## src/design/pic_pkg.sv

```systemverilog
// Package for the priority interrupt controller: item and result types,
// access codes, init phases and the priority encoder. No dependencies.
`timescale 1ns / 1ps

package pic_pkg;

    // Access kind carried in tuser
    typedef enum logic [2:0] {
        FUNC_WR_CMD  = 3'd0,
        FUNC_WR_DATA = 3'd1,
        FUNC_RD_CMD  = 3'd2,
        FUNC_RD_DATA = 3'd3,
        FUNC_SAMPLE  = 3'd4,
        FUNC_ACK     = 3'd5
    } func_t;

    typedef enum logic [1:0] {
        PH_OPER = 2'd0,
        PH_ICW2 = 2'd1,
        PH_ICW3 = 2'd2,
        PH_ICW4 = 2'd3
    } phase_t;

    // Command word decode
    localparam int ICW1_BIT = 4;
    localparam int OCW3_BIT = 3;
    localparam int OCW3_RR_BIT = 1;
    localparam int OCW3_RIS_BIT = 0;
    localparam int ICW1_IC4_BIT = 0;
    localparam int ICW1_SNGL_BIT = 1;
    localparam logic [2:0] OCW2_EOI_NONSPEC = 3'b001;
    localparam logic [2:0] OCW2_EOI_SPEC = 3'b011;
    localparam logic [2:0] SPURIOUS_LINE = 3'd7;

    typedef struct packed {
        func_t       func;
        logic [7:0]  wdata;
        logic [7:0]  irq_lines;
    } item_t;

    // Packed so that rdata sits in the low bits
    typedef struct packed {
        logic        vector_valid;
        logic [7:0]  vector;
        logic        int_request;
        logic [7:0]  rdata;
    } result_t;

    // Lowest set bit number; bit 3 of the result set means none
    function automatic logic [3:0] lowest_line(input logic [7:0] bits);
        logic [3:0] n;
        n = 4'd8;
        for (int i = 7; i >= 0; i--) begin
            if (bits[i]) begin
                n = 4'(i);
            end
        end
        return n;
    endfunction

endpackage

```

## src/design/pic_core.sv

```systemverilog
// Controller state and the single-pass update for one item.
// Depends on pic_pkg.
`timescale 1ns / 1ps

module pic_core (
    input  logic             aclk,
    input  logic             aresetn,
    input  logic             step_en,
    input  pic_pkg::item_t   item,
    output pic_pkg::result_t result
);
    import pic_pkg::*;

    phase_t     phase_reg, phase_next;
    logic       ic4_reg, ic4_next;
    logic       single_reg, single_next;
    logic [4:0] base_reg, base_next;
    logic [7:0] mask_reg, mask_next;
    logic [7:0] irr_reg, irr_next;
    logic [7:0] isr_reg, isr_next;
    logic       ris_reg, ris_next;
    logic [7:0] prev_reg, prev_next;

    logic [3:0] req_line, svc_line, grant_line;
    logic [3:0] req_line_next, svc_line_next;

    always_comb begin
        req_line   = lowest_line(irr_reg & ~mask_reg);
        svc_line   = lowest_line(isr_reg);
        grant_line = (req_line < svc_line) ? req_line : 4'd8;

        phase_next  = phase_reg;
        ic4_next    = ic4_reg;
        single_next = single_reg;
        base_next   = base_reg;
        mask_next   = mask_reg;
        irr_next    = irr_reg;
        isr_next    = isr_reg;
        ris_next    = ris_reg;
        prev_next   = prev_reg;
        result      = '0;

        unique case (item.func)
            FUNC_WR_CMD: begin
                if (item.wdata[ICW1_BIT]) begin
                    ic4_next    = item.wdata[ICW1_IC4_BIT];
                    single_next = item.wdata[ICW1_SNGL_BIT];
                    phase_next  = PH_ICW2;
                    mask_next   = '0;
                    irr_next    = '0;
                    isr_next    = '0;
                    ris_next    = 1'b0;
                end else if (item.wdata[OCW3_BIT]) begin
                    if (item.wdata[OCW3_RR_BIT]) begin
                        ris_next = item.wdata[OCW3_RIS_BIT];
                    end
                end else begin
                    if (item.wdata[7:5] == OCW2_EOI_NONSPEC) begin
                        if (!svc_line[3]) begin
                            isr_next = isr_reg & ~(8'd1 << svc_line[2:0]);
                        end
                    end else if (item.wdata[7:5] == OCW2_EOI_SPEC) begin
                        isr_next = isr_reg & ~(8'd1 << item.wdata[2:0]);
                    end
                end
            end
            FUNC_WR_DATA: begin
                // ICW3 and ICW4 contents do not affect this controller
                unique case (phase_reg)
                    PH_ICW2: begin
                        base_next = item.wdata[7:3];
                        if (!single_reg) begin
                            phase_next = PH_ICW3;
                        end else begin
                            phase_next = ic4_reg ? PH_ICW4 : PH_OPER;
                        end
                    end
                    PH_ICW3: phase_next = ic4_reg ? PH_ICW4 : PH_OPER;
                    PH_ICW4: phase_next = PH_OPER;
                    default: mask_next = item.wdata;
                endcase
            end
            FUNC_RD_CMD: result.rdata = ris_reg ? isr_reg : irr_reg;
            FUNC_RD_DATA: result.rdata = mask_reg;
            FUNC_SAMPLE: begin
                irr_next  = irr_reg | (item.irq_lines & ~prev_reg);
                prev_next = item.irq_lines;
            end
            FUNC_ACK: begin
                if (!grant_line[3]) begin
                    irr_next            = irr_reg & ~(8'd1 << grant_line[2:0]);
                    isr_next            = isr_reg | (8'd1 << grant_line[2:0]);
                    result.vector       = {base_reg, grant_line[2:0]};
                    result.vector_valid = 1'b1;
                end else begin
                    result.vector = {base_reg, SPURIOUS_LINE};
                end
            end
            default: ;
        endcase

        // interrupt output reflects the state after this item
        req_line_next      = lowest_line(irr_next & ~mask_next);
        svc_line_next      = lowest_line(isr_next);
        result.int_request = (req_line_next < svc_line_next);
    end

    always_ff @(posedge aclk) begin
        if (!aresetn) begin
            phase_reg  <= PH_OPER;
            ic4_reg    <= 1'b0;
            single_reg <= 1'b0;
            base_reg   <= '0;
            mask_reg   <= '0;
            irr_reg    <= '0;
            isr_reg    <= '0;
            ris_reg    <= 1'b0;
            prev_reg   <= '0;
        end else if (step_en) begin
            phase_reg  <= phase_next;
            ic4_reg    <= ic4_next;
            single_reg <= single_next;
            base_reg   <= base_next;
            mask_reg   <= mask_next;
            irr_reg    <= irr_next;
            isr_reg    <= isr_next;
            ris_reg    <= ris_next;
            prev_reg   <= prev_next;
        end
    end

endmodule

```

## src/design/priority_interrupt_controller.sv

```systemverilog
// Priority interrupt controller: one eight-input controller with fixed priority
// (line 0 highest) and edge-triggered requests. Each input item is a command or
// data port write, a command or data port read, a sample of the request lines or
// an acknowledge, selected by s_axis_tuser; every item yields exactly one result
// item. Throughput is one item per clock while results are taken without stalls; an
// item's result passes through the input register, then the result register, with
// the priority encoders and state update in between, and is presented on the
// result side from the result register. The input side keeps accepting while a
// result waits for m_axis_tready, until both registers are full.
// Depends on pic_pkg and pic_core.
`timescale 1ns / 1ps

module priority_interrupt_controller (
    input  logic        aclk,
    input  logic        aresetn,
    input  logic        s_axis_tvalid,
    output logic        s_axis_tready,
    input  logic [15:0] s_axis_tdata,   // wdata[7:0], irq_lines[15:8]
    input  logic [2:0]  s_axis_tuser,   // func[2:0]
    output logic        m_axis_tvalid,
    input  logic        m_axis_tready,
    output logic [23:0] m_axis_tdata    // rdata[7:0], int_request[8], vector[16:9],
                                        // vector_valid[17], zero[23:18]
);
    import pic_pkg::*;

    logic    in_valid_reg;
    item_t   in_reg;
    logic    out_valid_reg;
    result_t out_reg;
    result_t core_result;
    logic    advance;

    assign advance       = in_valid_reg && (!out_valid_reg || m_axis_tready);
    assign s_axis_tready = !in_valid_reg || advance;

    always_ff @(posedge aclk) begin
        if (!aresetn) begin
            in_valid_reg <= 1'b0;
        end else if (s_axis_tready) begin
            in_valid_reg <= s_axis_tvalid;
        end
    end

    always_ff @(posedge aclk) begin
        if (s_axis_tready && s_axis_tvalid) begin
            in_reg.func      <= func_t'(s_axis_tuser);
            in_reg.wdata     <= s_axis_tdata[7:0];
            in_reg.irq_lines <= s_axis_tdata[15:8];
        end
    end

    pic_core u_core (
        .aclk    (aclk),
        .aresetn (aresetn),
        .step_en (advance),
        .item    (in_reg),
        .result  (core_result)
    );

    always_ff @(posedge aclk) begin
        if (!aresetn) begin
            out_valid_reg <= 1'b0;
        end else if (advance) begin
            out_valid_reg <= 1'b1;
        end else if (m_axis_tready) begin
            out_valid_reg <= 1'b0;
        end
    end

    always_ff @(posedge aclk) begin
        if (advance) begin
            out_reg <= core_result;
        end
    end

    assign m_axis_tvalid = out_valid_reg;
    assign m_axis_tdata  = {6'd0, out_reg};

    // acknowledge results never carry read data
    a_ack_no_rdata: assert property (@(posedge aclk) disable iff (!aresetn)
        (out_valid_reg && out_reg.vector_valid) |-> (out_reg.rdata == 8'd0))
        else $error("acknowledge result carries read data");

    // an empty result register never blocks the input side
    a_ready_when_empty: assert property (@(posedge aclk) disable iff (!aresetn)
        !out_valid_reg |-> s_axis_tready)
        else $error("input stalled with empty result register");

    // a held item is not dropped
    a_item_kept: assert property (@(posedge aclk) disable iff (!aresetn)
        (in_valid_reg && !advance) |=> in_valid_reg)
        else $error("stalled item lost from input register");

endmodule
```

## config.mk

```make
export PLATFORM = sky130hd
export DESIGN_NAME = priority_interrupt_controller
export DESIGN_NICKNAME = d
export VERILOG_FILES = /design/src/design/pic_pkg.sv /design/src/design/pic_core.sv /design/src/design/priority_interrupt_controller.sv
export SDC_FILE = /design/constraint.sdc
export NUM_CORES = 1
export LEC_CHECK = 0
export BUFFER_PORTS_ARGS = -buffer_cell sky130_fd_sc_hd__buf_2
export CAP_MARGIN = 20
export CORE_ASPECT_RATIO = 1.4
export CORE_MARGIN = 2
export CORE_UTILIZATION = 55
export CTS_BUF_LIST = sky130_fd_sc_hd__clkbuf_4
export DETAILED_ROUTE_END_ITERATION = 10
export GPL_TIMING_DRIVEN = 0
export PLACE_DENSITY = 0.85
export SYNTH_ARGS = -nofsm -noshare
export SYNTH_HDL_FRONTEND = slang
export SYNTH_SLANG_ARGS = --single-unit
```

## constraint.sdc

```tcl
create_clock -name aclk -period 4.11 [get_ports aclk]
set_clock_uncertainty 0.1 [all_clocks]
set_input_delay 0.822 -clock aclk [delete_from_list [all_inputs] [get_ports aclk]]
set_output_delay 0.822 -clock aclk [all_outputs]
set_load 0.1 [all_outputs]
```

==> impl_metrics.csv <==
group,metric,value,unit
run_status,outcome,"finished, violations left",
run_status,violations,"setup timing",
critical_path,worstPathArrival,4490,ps
drt,first_iter_violations,470,
critical_path,cp-start-kind,"register",
floorplanning,die_w,82.1,um
drt,vias,4574,
placed_design,place_hpwl,10500,um
final_layout,nets,637,
critical_path,path_class,"reg -> reg",
synthesis,ys_ff_latch,81,
synthesis,synthTopCellsByArea,"edfxtp_1 (24%), dfxtp_1 (19%), a21oi_1 (5.4%), nor2_1 (4.6%), nand2_1 (4.1%)",
drt,viasPerCell,6.40,
synthesis,yosysTopAreaCell,"edfxtp_1",
pwr,p_per_area,341,nW/um^2
synthesis,synth-async-reset-ratio,0,
final_layout,fillers,669,
floorplanning,core_area,8250,um^2
synthesis,synth_edf_count,37,
synthesis,synth_cell_type_count,79,
clock_tree,cts-root-buf,"clkbuf_4",
clock_tree,clockBufferDepth,2,
drt,highest_layer,"met4",
timing,period_minus_slack,4240,ps
final_layout,area_growth,23.4,%
drt,wl_met2,7590,um
floorplanning,start_util,0.570,
timing,drv_slew,0,
critical_path,cp_max_fo,4,
run,drv_cap,0,
global_route,grt_max_degree,20,
placed_design,io_buffers,42,
placed_design,dp.cells,664,
timing,finalSetupViolations,1,
clock_tree,insertion_delay,470,ps
final_layout,n_antenna_cell,0,
drt,wl_met1,5780,um
synthesis,yosysTopAreaCellShare,0.236,
drt,dr.pass1.iters,8,
timing,worst_slack,-131,ps
placed_design,dp_slack,-719,ps
global_route,grt_pass1_wl,23000,um
drt,wl_per_cell,21.2,um
final_layout,largest_reg_flops,19,
synthesis,synth_cells,514,
global_route,grt_overflow,0,
synthesis,syn_area,4700,um^2
critical_path,crit_required,4360,ps
global_route,track_usage,0.337,
timing,rsz0062_at_grt,"yes",
global_route,grt_pass1_vias,4406,
worst_hold_path,hp-class,"reg -> reg",
synthesis,ys_dominant_reg_cell,"dfxtp_1",
timing,period_share,1.03,
clock_tree,h-tree-depth,3,
timing,tightest_slew,942,ps
synthesis,ys_seq_area_frac,0.424,
timing,max_freq,236,MHz
timing,hold_viol_final,0,
placed_design,placed_area,5070,um^2
floorplanning,rows,39,
floorplanning,die_area,9310,um^2
final_layout,fin_area,5800,um^2
drt,drt-total-wl,15200,um
clock_tree,numCtsBuffers,9,
pwr,design_power_total,1.98,mW
clock_tree,clk_pin_slew,160,ps
final_layout,drive_above_1_share,0.321,
floorplanning,die_y,113,um
placed_design,gp_congestion,0.954,
drt,drtAntennaViolNets,0,
final_layout,fin_cells,715,
floorplanning,top_level_ports,49,
critical_path,cp-end-kind,"register",
pwr,vdd_drop_max,0.335,mV
global_route,antenna_found_initial,0,
drt,drc_errors,0,
drt,wl_met3,819,um
synthesis,yosys-top-cells-count,"nor2_1 (58), a21oi_1 (51), nand2_1 (51), dfxtp_1 (44), edfxtp_1 (37)",
synthesis,yosysMostFrequentCell,"nor2_1",
clock_tree,cts_sinks,81,
clock_tree,cts_tree,"yes",
synthesis,synth_area_per_cell,9.14,um^2
synthesis,yosys_warnings,0,
timing,relSlewSlack,0.366,
pwr,p_leak,2.12,nW
[cell families after synthesis]
| kind of cell | Yosys count | share of synthesized area |
|---|---|---|
| muxes | 15 | 0.0322 |
| adders and majority gates | 6 | 0.0160 |
| AOI/OAI and AO/OA | 157 | 0.236 |
| other | 1 | 0.000798 |
| buffers and inverters | 43 | 0.0407 |
| DFF | 81 | 0.424 |
| and+or+nand+nor | 211 | 0.250 |
[final cells by class]
cell class              instances  area, um^2  share of cell area
clock inverters                 6        67.6              0.0117
well taps                     102         128              0.0220
clock buffers                  10        75.1              0.0130
flip-flops and latches         81        2040               0.352
repair buffers                 79         499              0.0861
inverters                       8        30.0             0.00518
multi-input cells             395        2790               0.482
plain buffers                  34         164              0.0283
[cells in the final DEF (no fill, tap or decap), types with 4 or more instances in the layout]
cell type,instances
dfxtp_2,14
inv_1,7
a21oi_1,48
buf_2,44
nor2_1,56
clkbuf_4,10
a22oi_1,7
o21ai_0,31
or2_2,7
nand2b_4,5
a22o_1,7
nand3_1,4
dfxtp_1,22
nand2_1,48
nand2b_1,10
ha_2,4
nor3_1,7
a211oi_1,6
nor3b_1,9
clkbuf_1,22
buf_4,41
conb_1,6
dfxtp_4,8
mux2i_1,14
edfxtp_1,37
and2_1,9
nor2b_1,9
[worst paths after layout]
path,slack [ps],start,cells past startpoint,end
min,370,u_core.prev_reg[7],2,u_core.prev_reg[7]
max,-130,u_core.mask_reg[3],20,m_axis_tdata[8]
min reg2reg,370,u_core.prev_reg[7],2,u_core.prev_reg[7]
max reg2reg,-130,u_core.mask_reg[3],20,m_axis_tdata[8]
[worst max-delay path, stage by stage, from the launching register on]
cell	delay, ps
dfxtp_4	400
nand2b_4	140
nand4_1	130
buf_4	180
nor3_4	160
ha_4	260
a2111oi_4	430
a211oi_4	150
buf_4	170
o311ai_2	250
a222oi_1	140
buf_4	200
or2_4	240
nor3b_2	180
ha_2	290
o21ai_1	80
nand2b_1	90
a21oi_2	190
buf_4	140
o22ai_2	80
a21oi_2	100
[layer usage]
layer  vias to the layer above  track usage
met1                      2184        0.398
met3                        75       0.0399
met5                         -            0
met2                       236        0.555
met4                         0        0.233
li1                       2079            -
[power by group]
part           switching (mW)  total (mW)  internal, mW
clock network           0.306       0.501         0.195
registers              0.0287       0.900         0.872
logic                   0.358       0.577         0.219
total                   0.693        1.98          1.29
[metrics by stage]
| step | hold slack, ps | utilization | setup TNS (ps) |
|---|---|---|---|
| final | 367 | 0.703 | -131 |
| after CTS | 366 | 0.680 | 0 |
| after detailed placement | 349 | 0.615 | -719 |
| after floorplan | 332 | - | 0 |
| after global routing | 382 | 0.703 | -242 |
| after global placement | 340 | 0.613 | -740 |
[repair_timing]
action                     CTS  global route
setup endpoints to repair    1             1
hold buffers                 0             0
pin swaps                   19            15
gates resized for setup     64            21
setup buffers               19            17
Note: power is estimated with default switching activity, not from simulation.
